File: src/design/scalar_kalman_filter_top_defines.svh
// Assertion macros for the scalar Kalman filter
`ifndef SCALAR_KALMAN_FILTER_TOP_DEFINES_SVH
`define SCALAR_KALMAN_FILTER_TOP_DEFINES_SVH

// same-cycle implication
`define SKF_ASSERT_IMP(label, clk, rst_n, ante, cons, msg) \
	label: assert property (@(posedge clk) disable iff (!rst_n) (ante) |-> (cons)) else $error(msg);

// next-cycle implication
`define SKF_ASSERT_NXT(label, clk, rst_n, ante, cons, msg) \
	label: assert property (@(posedge clk) disable iff (!rst_n) (ante) |=> (cons)) else $error(msg);

`endif

File: src/design/skf_pkg.sv
package skf_pkg;

	localparam int FRAC_BITS = 16;
	localparam int DATA_W    = 32;
	localparam int GAIN_BITS = 16;
	localparam int GAIN_W    = GAIN_BITS + 1;
	localparam int QUO_BITS  = GAIN_W;
	localparam int P1_W      = DATA_W + 1;
	localparam int DEN_W     = DATA_W + 1;
	localparam int NUM_W     = DATA_W + GAIN_BITS + 1;
	localparam int PROD_W    = DATA_W + GAIN_W;
	localparam int CNT_W     = $clog2(QUO_BITS + 1);
	localparam int CFG_IDX_W = 8;

	localparam logic [GAIN_W-1:0] GAIN_ONE   = {1'b1, {GAIN_BITS{1'b0}}};
	localparam logic [PROD_W-1:0] ROUND_HALF = PROD_W'(1) << (GAIN_BITS - 1);
	localparam logic [DATA_W-1:0] ONE_Q      = DATA_W'(1) << FRAC_BITS;
	localparam logic [DATA_W-1:0] Q_RESET    = DATA_W'(((1 << FRAC_BITS) + 50) / 100);

	typedef enum logic [CFG_IDX_W-1:0] {
		REG_PROC_NOISE,
		REG_MEAS_NOISE,
		REG_INIT_EST,
		REG_INIT_COV
	} skf_reg_t;

	typedef enum logic [1:0] {
		ST_OK,
		ST_ERR,
		ST_HALT
	} skf_status_t;

	typedef enum logic [2:0] {
		S_IDLE,
		S_PREP,
		S_LOAD,
		S_DIV,
		S_MUL_X,
		S_MUL_P,
		S_UPD,
		S_OUT
	} skf_state_t;

	typedef struct packed {
		logic [DATA_W-1:0]        q;
		logic [DATA_W-1:0]        r;
		logic signed [DATA_W-1:0] init_est;
		logic [DATA_W-1:0]        init_cov;
	} skf_cfg_t;

endpackage

File: src/design/skf_cfg_regs.sv
module skf_cfg_regs (
	input  logic                          clk,
	input  logic                          arst_n,
	input  logic                          cfg_we,
	input  logic [skf_pkg::CFG_IDX_W-1:0] cfg_index,
	input  logic [skf_pkg::DATA_W-1:0]    cfg_data,
	output skf_pkg::skf_cfg_t             cfg
);
	import skf_pkg::*;

	skf_cfg_t cfg_q;

	always_ff @(posedge clk or negedge arst_n) begin
		if (!arst_n) begin
			cfg_q.q        <= Q_RESET;
			cfg_q.r        <= ONE_Q;
			cfg_q.init_est <= '0;
			cfg_q.init_cov <= ONE_Q;
		end else if (cfg_we) begin
			case (cfg_index)
				REG_PROC_NOISE: cfg_q.q        <= cfg_data;
				REG_MEAS_NOISE: cfg_q.r        <= cfg_data;
				REG_INIT_EST:   cfg_q.init_est <= cfg_data;
				REG_INIT_COV:   cfg_q.init_cov <= cfg_data;
				default: ;
			endcase
		end
	end

	assign cfg = cfg_q;

endmodule

File: src/design/skf_divider.sv
module skf_divider (
	input  logic                         clk,
	input  logic                         arst_n,
	input  logic                         start,
	input  logic [skf_pkg::DATA_W-1:0]   p1,
	input  logic [skf_pkg::DEN_W-1:0]    den,
	output logic [skf_pkg::QUO_BITS-1:0] quotient,
	output logic                         done
);
	import skf_pkg::*;

	// restoring divide of (p1 << 16) + den/2 by den, one quotient bit per cycle
	logic [NUM_W-1:0]    num;
	logic [DEN_W-1:0]    den_q;
	logic [DEN_W-1:0]    rem_q;
	logic [QUO_BITS-1:0] low_q;
	logic [QUO_BITS-1:0] quo_q;
	logic [CNT_W-1:0]    cnt_q;
	logic                done_q;
	logic [DEN_W:0]      trial;
	logic                fits;

	assign num   = NUM_W'({p1, {GAIN_BITS{1'b0}}}) + NUM_W'(den[DEN_W-1:1]);
	assign trial = {rem_q, low_q[QUO_BITS-1]};
	assign fits  = trial >= {1'b0, den_q};

	always_ff @(posedge clk or negedge arst_n) begin
		if (!arst_n) begin
			cnt_q  <= '0;
			done_q <= 1'b0;
		end else begin
			done_q <= (cnt_q == CNT_W'(1));
			if (start)
				cnt_q <= CNT_W'(QUO_BITS);
			else if (cnt_q != '0)
				cnt_q <= cnt_q - CNT_W'(1);
		end
	end

	always_ff @(posedge clk) begin
		if (start) begin
			den_q <= den;
			rem_q <= {1'b0, num[NUM_W-1:QUO_BITS]};
			low_q <= num[QUO_BITS-1:0];
			quo_q <= '0;
		end else if (cnt_q != '0) begin
			rem_q <= fits ? DEN_W'(trial - {1'b0, den_q}) : trial[DEN_W-1:0];
			low_q <= {low_q[QUO_BITS-2:0], 1'b0};
			quo_q <= {quo_q[QUO_BITS-2:0], fits};
		end
	end

	assign quotient = quo_q;
	assign done     = done_q;

endmodule

File: src/design/scalar_kalman_filter_top.sv
// One-dimensional Kalman filter on Q16.16 samples. A transfer occupies the block
// until its result is loaded into the output register, which waits on out_ready
// while it holds an unaccepted result. A restart, a sample taken while halted or
// a sample with an error goes straight to the output. The gain is formed by a
// 17-step restoring divider; both products (gain times innovation, one minus gain
// times covariance) go through one shared 32x17 multiplier. An overflow or a zero
// denominator halts the filter until a restart transfer reloads estimate and covariance from the initial registers.
`include "scalar_kalman_filter_top_defines.svh"

module scalar_kalman_filter_top (
	input  logic                          clk,
	input  logic                          arst_n,
	input  logic                          cfg_we,
	input  logic [skf_pkg::CFG_IDX_W-1:0] cfg_index,
	input  logic [skf_pkg::DATA_W-1:0]    cfg_data,
	input  logic                          in_valid,
	output logic                          in_ready,
	input  logic                          op,
	input  logic signed [31:0]            measurement,
	output logic                          out_valid,
	input  logic                          out_ready,
	output logic signed [31:0]            estimate,
	output logic [16:0]                   gain,
	output logic [1:0]                    status
);
	import skf_pkg::*;

	skf_cfg_t cfg;

	skf_state_t state_q, state_d;

	logic                     op_q;
	logic [DATA_W-1:0]        meas_q;
	logic [DATA_W-1:0]        est_q;
	logic [DATA_W-1:0]        cov_q;
	logic                     halted_q;
	logic [DATA_W-1:0]        p1_q;
	logic [DEN_W-1:0]         den_q;
	logic [DATA_W:0]          innov_q;
	logic [DATA_W-1:0]        mag_q;
	logic [GAIN_W-1:0]        gain_q;
	logic [DATA_W-1:0]        corr_mag_q;
	logic [PROD_W-1:0]        prod_q;
	logic [DATA_W-1:0]        res_est_q;
	logic [GAIN_W-1:0]        res_gain_q;
	skf_status_t              res_status_q;
	logic                     out_valid_q;
	logic [DATA_W-1:0]        out_estimate_q;
	logic [GAIN_W-1:0]        out_gain_q;
	skf_status_t              out_status_q;

	logic [P1_W-1:0]          p1_c;
	logic [DEN_W:0]           den_c;
	logic                     err_c;
	logic                     div_start;
	logic [QUO_BITS-1:0]      div_quo;
	logic                     div_done;
	logic [GAIN_W-1:0]        gain_c;
	logic [DATA_W-1:0]        mul_a;
	logic [GAIN_W-1:0]        mul_b;
	logic [PROD_W-1:0]        prod_rnd;
	logic [DATA_W+1:0]        corr_c;
	logic [DATA_W+1:0]        nx_c;
	logic                     nx_ovf;
	logic                     out_load;

	skf_cfg_regs u_cfg (
		.clk       (clk),
		.arst_n    (arst_n),
		.cfg_we    (cfg_we),
		.cfg_index (cfg_index),
		.cfg_data  (cfg_data),
		.cfg       (cfg)
	);

	skf_divider u_div (
		.clk      (clk),
		.arst_n   (arst_n),
		.start    (div_start),
		.p1       (p1_q),
		.den      (den_q),
		.quotient (div_quo),
		.done     (div_done)
	);

	assign p1_c   = {1'b0, cov_q} + {1'b0, cfg.q};
	assign den_c  = {1'b0, p1_c} + {2'b0, cfg.r};
	assign err_c  = p1_c[DATA_W] || (den_c == '0);
	assign gain_c = (div_quo > GAIN_ONE) ? GAIN_ONE : div_quo;

	assign prod_rnd = prod_q + ROUND_HALF;
	assign corr_c   = innov_q[DATA_W] ? (DATA_W+2)'(-{2'b0, corr_mag_q})
	                                  : {2'b0, corr_mag_q};
	assign nx_c     = {{2{est_q[DATA_W-1]}}, est_q} + corr_c;
	assign nx_ovf   = !((nx_c[DATA_W+1:DATA_W-1] == 3'b000) ||
	                    (nx_c[DATA_W+1:DATA_W-1] == 3'b111));
	assign out_load = (state_q == S_OUT) && (!out_valid_q || out_ready);

	// next state
	always_comb begin
		state_d = state_q;
		case (state_q)
			S_IDLE:  if (in_valid) state_d = S_PREP;
			S_PREP:  state_d = (op_q || halted_q || err_c) ? S_OUT : S_LOAD;
			S_LOAD:  state_d = S_DIV;
			S_DIV:   if (div_done) state_d = S_MUL_X;
			S_MUL_X: state_d = S_MUL_P;
			S_MUL_P: state_d = S_UPD;
			S_UPD:   state_d = S_OUT;
			S_OUT:   if (!out_valid_q || out_ready) state_d = S_IDLE;
			default: state_d = S_IDLE;
		endcase
	end

	// sequencer outputs and shared multiplier operands
	always_comb begin
		in_ready  = 1'b0;
		div_start = 1'b0;
		mul_a     = mag_q;
		mul_b     = gain_c;
		case (state_q)
			S_IDLE:  in_ready = 1'b1;
			S_LOAD:  div_start = 1'b1;
			S_MUL_X: begin
				mul_a = mag_q;
				mul_b = gain_c;
			end
			S_MUL_P: begin
				mul_a = p1_q;
				mul_b = GAIN_ONE - gain_q;
			end
			default: ;
		endcase
	end

	always_ff @(posedge clk or negedge arst_n) begin
		if (!arst_n)
			state_q <= S_IDLE;
		else
			state_q <= state_d;
	end

	// filter state
	always_ff @(posedge clk or negedge arst_n) begin
		if (!arst_n) begin
			est_q    <= '0;
			cov_q    <= '0;
			halted_q <= 1'b0;
		end else if (state_q == S_PREP) begin
			if (op_q) begin
				est_q    <= cfg.init_est;
				cov_q    <= cfg.init_cov;
				halted_q <= 1'b0;
			end else if (!halted_q && err_c) begin
				halted_q <= 1'b1;
			end
		end else if (state_q == S_UPD) begin
			if (nx_ovf) begin
				halted_q <= 1'b1;
			end else begin
				est_q <= nx_c[DATA_W-1:0];
				cov_q <= prod_rnd[GAIN_BITS+DATA_W-1:GAIN_BITS];
			end
		end
	end

	// datapath
	always_ff @(posedge clk) begin
		prod_q <= PROD_W'(mul_a) * PROD_W'(mul_b);
		if (in_valid && in_ready) begin
			op_q   <= op;
			meas_q <= measurement;
		end
		case (state_q)
			S_PREP: begin
				p1_q    <= p1_c[DATA_W-1:0];
				den_q   <= den_c[DEN_W-1:0];
				innov_q <= {meas_q[DATA_W-1], meas_q} - {est_q[DATA_W-1], est_q};
				res_gain_q <= '0;
				if (op_q) begin
					res_est_q    <= cfg.init_est;
					res_status_q <= ST_OK;
				end else if (halted_q) begin
					res_est_q    <= est_q;
					res_status_q <= ST_HALT;
				end else begin
					res_est_q    <= est_q;
					res_status_q <= ST_ERR;
				end
			end
			S_LOAD: mag_q <= innov_q[DATA_W] ? DATA_W'(-innov_q) : innov_q[DATA_W-1:0];
			S_MUL_X: gain_q <= gain_c;
			S_MUL_P: corr_mag_q <= prod_rnd[GAIN_BITS+DATA_W-1:GAIN_BITS];
			S_UPD: begin
				if (nx_ovf) begin
					res_est_q    <= est_q;
					res_gain_q   <= '0;
					res_status_q <= ST_ERR;
				end else begin
					res_est_q    <= nx_c[DATA_W-1:0];
					res_gain_q   <= gain_q;
					res_status_q <= ST_OK;
				end
			end
			default: ;
		endcase
		if (out_load) begin
			out_estimate_q <= res_est_q;
			out_gain_q     <= res_gain_q;
			out_status_q   <= res_status_q;
		end
	end

	// output register
	always_ff @(posedge clk or negedge arst_n) begin
		if (!arst_n)
			out_valid_q <= 1'b0;
		else if (out_load)
			out_valid_q <= 1'b1;
		else if (out_ready)
			out_valid_q <= 1'b0;
	end

	assign out_valid = out_valid_q;
	assign estimate  = out_estimate_q;
	assign gain      = out_gain_q;
	assign status    = out_status_q;

	`SKF_ASSERT_IMP(a_halt_reports_err, clk, arst_n, $rose(halted_q), (state_q == S_OUT) && (res_status_q == ST_ERR), "halt set without an error result")
	`SKF_ASSERT_IMP(a_gain_range, clk, arst_n, out_valid_q, (out_gain_q <= GAIN_ONE) && ((out_gain_q == '0) || (out_status_q == ST_OK)), "bad gain on result")
	`SKF_ASSERT_IMP(a_div_done_in_div, clk, arst_n, div_done, state_q == S_DIV, "divider finished outside divide phase")
	`SKF_ASSERT_NXT(a_one_item, clk, arst_n, in_valid && in_ready, !in_ready, "second transfer while busy")

endmodule

File: config.mk
export PLATFORM = sky130hd
export DESIGN_NAME = scalar_kalman_filter_top
export DESIGN_NICKNAME = d
export VERILOG_FILES = /design/src/design/skf_pkg.sv /design/src/design/skf_cfg_regs.sv /design/src/design/skf_divider.sv /design/src/design/scalar_kalman_filter_top.sv
export VERILOG_INCLUDE_DIRS = /design/src /design/src/design
export SDC_FILE = /design/constraint.sdc
export NUM_CORES = 2
export LEC_CHECK = 0
export ABC_AREA = 1
export BUFFER_PORTS_ARGS = -buffer_cell sky130_fd_sc_hd__buf_2
export CORE_UTILIZATION = 70
export CTS_CLUSTER_DIAMETER = 30
export DETAILED_ROUTE_END_ITERATION = 6
export PLACE_DENSITY = 0.88
export SYNTH_ARGS = -nofsm -noshare
export SYNTH_HDL_FRONTEND = slang
export SYNTH_HIERARCHICAL = 1
export SYNTH_SLANG_ARGS = --single-unit
File: constraint.sdc
create_clock -name clk -period 21.3 [get_ports clk]
set_input_delay 1.065 -clock clk [delete_from_list [all_inputs] [get_ports clk]]
set_output_delay 1.065 -clock clk [all_outputs]
set_load 0.05 [all_outputs]
Yosys cells after proc, flatten, opt, wreduce, memory -nomap -nowiden --
Cells that the tools add are included.
Operators by class: $mul 1, reductions and logical operators 26, muxes and demuxes 41, equal/unequal tests 18, add/subtract/negate cells 11, $lt $le $gt $ge 2
Operator list (number):
- $mux 32 | 12
- $mux 17 | 5
- $pmux 32 s2 | 1
- $add 48x32->49 | 1
- $add 48x16->48 const B | 1
- $mul 32x17->48 | 1
- $add 33x32->34 | 1
- $add 34x34->34 | 1
- $ge 34x33->1 | 1
- $logic_not 34->1 | 1
- $mux 34 | 1
- $neg 32->34 | 1
- $pmux 17 s2 | 1
- $add 32x32->33 | 1
- $mux 33 | 1
- $sub 32x32->33 | 1
- $sub 33x33->33 | 1
- $neg 32->32 | 1
- $pmux 3 s8 | 1
- $gt 17x17->1 const B | 1
- $sub 17x17->17 const A | 1
- $eq 8x2->1 const B | 2
- $eq 3x3->1 const B | 5
- $mux 3 | 4
- other kinds (21) | 52
Word-level totals: word-level logic and storage cells 130, bits in registers 665, output and inout port bits 53

Longest topological paths before layout --
word-level depth 8, mapped depth 37

By module --
The synthesis kept the hierarchy.
By module, submodules not included:
- scalar_kalman_filter_top | instances 1, cells an instance 5183, sequential area each 11816.3 um^2, area an instance 42648.4 um^2
- skf_divider | instances 1, cells an instance 1225, sequential area each 2972.9 um^2, area an instance 8450.6 um^2
- skf_cfg_regs | instances 1, cells an instance 573, sequential area each 3213.1 um^2, area an instance 5366.4 um^2

Least setup slack after synthesis --
Ideal clock, no wire load.
path type flip-flop to flip-flop, from reg state_q[1], to reg prod_q[46], stages on the path, launching flop included 30, setup time 0.112 ns, slack 13.723 ns, data arrival time 7.464 ns, period minus slack after synthesis 7.577 ns, path buffers 2, path through dfrtp_1 > inv_1 > ha_1 > nand2_1 > inv_1 > buf_1 > nand2_1 > nand2_1 > clkbuf_1 > nor2_1 > fa_1 > inv_1 > fa_1 > fa_1 > inv_1 > fa_1 > fa_1 > inv_1 > fa_1 > inv_1 > ha_1 > nand2_1 > nor2_1 > nand3_1 > o21ai_0 > a21oi_1 > o21ai_0 > nand4_1 > nand3_1 > nand2_1
Between the ends: cells in the longest elaborated chain, start to end 3, elaborated cells between the ends (all ways) 4, those cells by class mul: 1; eq/ne: 1; mux: 2
Ends and longest elaborated chain:
- from (decl) | RTL line scalar_kalman_filter_top.sv:30 | skf_state_t state_q, state_d;
- from (signal assigned) | RTL line scalar_kalman_filter_top.sv:140 | state_q <= state_d;
- $eq 3x3->1 * | RTL line scalar_kalman_filter_top.sv:121 | case (state_q)
- $mux 32 or $mux 17 (tied branches) | RTL line scalar_kalman_filter_top.sv:121
- $mul 32x17->48 * | RTL line scalar_kalman_filter_top.sv:169 | prod_q <= PROD_W'(mul_a) * PROD_W'(mul_b);
- to (signal assigned) | RTL line scalar_kalman_filter_top.sv:169
- to (decl) | RTL line scalar_kalman_filter_top.sv:43 | logic [PROD_W-1:0] prod_q;
Mark *: on every way between the ends. The rest lies on a longest branch, timed or not. A chain may end at the register's enable or synchronous reset.

Final worst setup path --
from reg gain_q[2], to reg prod_q[46]
Between the ends: cells in the longest elaborated chain, start to end 3
Ends and longest elaborated chain:
- from (decl) | RTL line scalar_kalman_filter_top.sv:41 | logic [GAIN_W-1:0] gain_q;
- from (signal assigned) | RTL line scalar_kalman_filter_top.sv:192 | S_MUL_X: gain_q <= gain_c;
- $sub 17x17->17 | RTL line scalar_kalman_filter_top.sv:130 | mul_b = GAIN_ONE - gain_q;
- $mux 17 | RTL line scalar_kalman_filter_top.sv:121
- $mul 32x17->48 | RTL line scalar_kalman_filter_top.sv:169
No other way between the ends.

==> results.py <==
metrics = {
    "status": {
        "status": "finished with violations",
        "violations": "DRC",
    },
    "grt": {
        "grt_usage_pct": 46.30,
        "grt_remaining_overflow": 0,
        "grt_max_degree": 88,
        "grt_pass1_wl_microns": 286000,
        "antenna_found_initial": 9,
        "grt_pass1_vias": 50838,
    },
    "critical_path": {
        "slowest_stage": "nand2_1",
        "r2r_end": "prod_q[46]",
        "path_class": "flip-flop to flip-flop",
        "crit_path_end_kind": "flip-flop",
        "cp.arrival_ps": 10440,
        "reg2reg_slack_ps": 11470,
        "path_max_fanout": 23,
        "r2r-start": "gain_q[2]",
        "start_kind": "flip-flop",
        "ff2ff_path_depth": 34,
        "max_stage_delay_ps": 700,
        "cp_common_cell": "nand2_1",
        "worstPathRequired_ps": 21920,
    },
    "synthesis": {
        "synth_cell_types": 67,
        "synth_most_common_cell": "nand2_1",
        "syn_nets": 7817,
        "seq_area_frac_synth_pct": 31.88,
        "yosys.area.top_type": "edfxtp_1",
        "ys.flop_type": "edfxtp_1",
        "netlist_top_cells_area": "edfxtp_1 (21%), fa_1 (16%), nand2_1 (13%)",
        "syn_area_sq_um": 56470,
        "ys_seq_elements": 650,
        "postSynthAreaPerCell_sq_um": 8.088,
        "yosysWarnings": 6,
        "synth_common_cells": "nand2_1 (1881), inv_1 (1266), nor2_1 (591)",
        "synthArstFlopShare_pct": 31.23,
        "synth_top_area_share_pct": 21.06,
        "synth-edff-count": 396,
        "synthCells": 6981,
    },
    "sta": {
        "max-slew-margin-rel_pct": 16.92,
        "finalHoldViolCount": 0,
        "min_period_over_period_pct": 46.14,
        "tns_ps": 0,
        "tightest_slew_ps": 1242,
        "rsz0062_at_grt": "no",
        "slew_violations": 0,
        "period_minus_slack_ps": 9827,
        "clock_skew_ps": 53.81,
        "fmax_ghz": 0.1018,
        "finalSetupViolCount": 0,
    },
    "die": {
        "core-area_sq_um": 79390,
        "fp.dieArea_sq_um": 81800,
        "io_pins": 131,
        "die_h_microns": 286.0,
        "start_util_pct": 71.13,
        "fp-row-count": 103,
        "dieWidth_microns": 286.0,
    },
    "detailed_routing": {
        "avgRoutedWirePerCell_microns": 22.61,
        "dr.pass1.iters": 7,
        "via_count": 50695,
        "drt_wl_total_microns": 187400,
        "final_antenna_net_count": 0,
        "drt_iter0_drc": 5922,
        "drc": 4,
        "via_per_inst": 6.116,
    },
    "placement": {
        "numPortBuffers": 130,
        "gp_congestion": 0.9977,
        "dp_hpwl_microns": 137000,
    },
    "cells_and_area": {
        "multi_input_area_sq_um": 32630,
        "final_layout_size_suffix_gt1_share_pct": 8.586,
        "fillers": 5294,
        "regArea_sq_um": 18000,
        "nets": 7959,
        "area_delta_synth_final_pct": 11.04,
    },
    "cts": {
        "cts_tree": "done",
        "clk-insertion-delay-late_ps": 760,
        "clock_sink_count": 650,
        "post_cts_resized": 0,
        "numCtsBuffers": 132,
        "root_buffer": "clkbuf_16",
        "ctsHtreeMaxLevel": 4,
        "cts_hold_buf": 0,
        "clk_pin_slew_ps": 50,
        "cts.path.max_buffers": 3,
        "cts_setup_buffers": 0,
    },
    "job": {
        "maxCapViolations": 0,
    },
    "hold_path": {
        "hp-class": "input port to asynchronous set/reset pin",
    },
}
[cells by family (layout without fill, tap and decap cells)]
group	count (synthesis)	after routing	share of synthesized area (%)
simple gates	3089	3089	23.15
buf+inv	1475	1727	10.47
fa+ha+maj	758	758	22.81
compound gates	757	757	7.784
flops	650	650	31.88
xor+xnor	252	252	3.909
other cells	0	6	0
[routing by layer]
layer | part of all wire [%] | routed length [microns] | up-vias | GRT usage, %
met5 | 0.019 | 36 | - | 0
met2 | 45 | 83560 | 3699 | 72.18
met1 | 34 | 64470 | 23780 | 56.38
li1 | - | - | 22214 | -
met4 | 8.0 | 14950 | 6 | 29.87
met3 | 13 | 24380 | 996 | 13.58
[area by class of cell]
class,count,area share (%)
antenna,6,0.02395
clock buffer,157,5.697
clock inverter,87,1.872
inverter,1289,7.750
multi-input combinational,4856,52.03
sequential,650,28.71
tap,1050,2.095
timing repair buffer,194,1.818
[how the worst max path moves through the flow]
stage / startpoint / to / slack, ps / cells past startpoint
floorplan: state_q[1] / prod_q[46] / 13720 / 29
global placement: gain_q[2] / prod_q[46] / 12330 / 34
detailed placement: gain_q[2] / prod_q[46] / 11990 / 34
CTS: gain_q[2] / prod_q[46] / 11710 / 34
global route: gain_q[2] / prod_q[46] / 11080 / 35
finish: gain_q[2] / prod_q[46] / 11470 / 34
[per-stage QoR]
stage          std cells  instance area [sq um]  util [%]  hold WS (ps)  setup WS [ps]
6_report            8289                  62700     78.98         368.1          11470
2_1_floorplan       6981                  56470         -         400.2          13720
5_1_grt             8288                  62700     78.98         422.6          11080
3_3_place_gp        8039                  57940     72.99         400.7          12330
3_5_place_dp        8039                  57940     72.99         405.9          11990
4_1_cts             8283                  62690     78.96         403.8          11710
[worst max-delay path, delay by kind of cell (launching register included)]
kind            cells  cell delay [ps]
fa+ha+maj           7             3490
simple gates       18             3330
compound gates      3             1440
buf+inv             5              820
flops               1              430
xor+xnor            1              140
[flip-flops by register name (all words and copies together) (netlist names), 3 cells and up]
| register | flops |
|---|---|
| corr_mag_q | 32 |
| meas_q | 32 |
| p1_q | 32 |
| u_cfg/cfg | 128 |
| gain | 17 |
| innov_q | 33 |
| res_est_q | 32 |
| u_div/den_q | 33 |
| u_div/cnt_q | 5 |
| prod_q | 33 |
| u_div/rem_q | 33 |
| state_q | 3 |
| den_q | 33 |
| mag_q | 32 |
| cov_q | 32 |
| res_gain_q | 17 |
| estimate | 32 |
| u_div/low_q | 17 |
| u_div/quotient | 17 |
| est_q | 32 |
| gain_q | 17 |
[placed cells by master (no fill, tap or decap), types with 20 or more instances in the layout]
cell,count
clkbuf_16,136
o22ai_1,39
o21ai_2,42
a31oi_1,22
nor4_1,21
dfrtp_1,195
nor3_1,64
dfxtp_1,51
nand2_2,21
ha_1,306
xnor2_1,85
nand2_4,33
or2_2,20
a21boi_0,40
fa_1,452
o21ai_1,26
o211ai_1,21
edfxtp_1,396
xor2_1,167
nand4_1,47
inv_6,20
nand2_1,1879
a21oi_1,272
inv_1,1263
buf_2,129
buf_4,64
nand3_1,328
o21ai_0,216
o21a_1,21
nor2_1,587
Power is left out: the tool's default activity adds up to more than one toggle a clock period on the data nets, which glitch-free logic cannot reach.
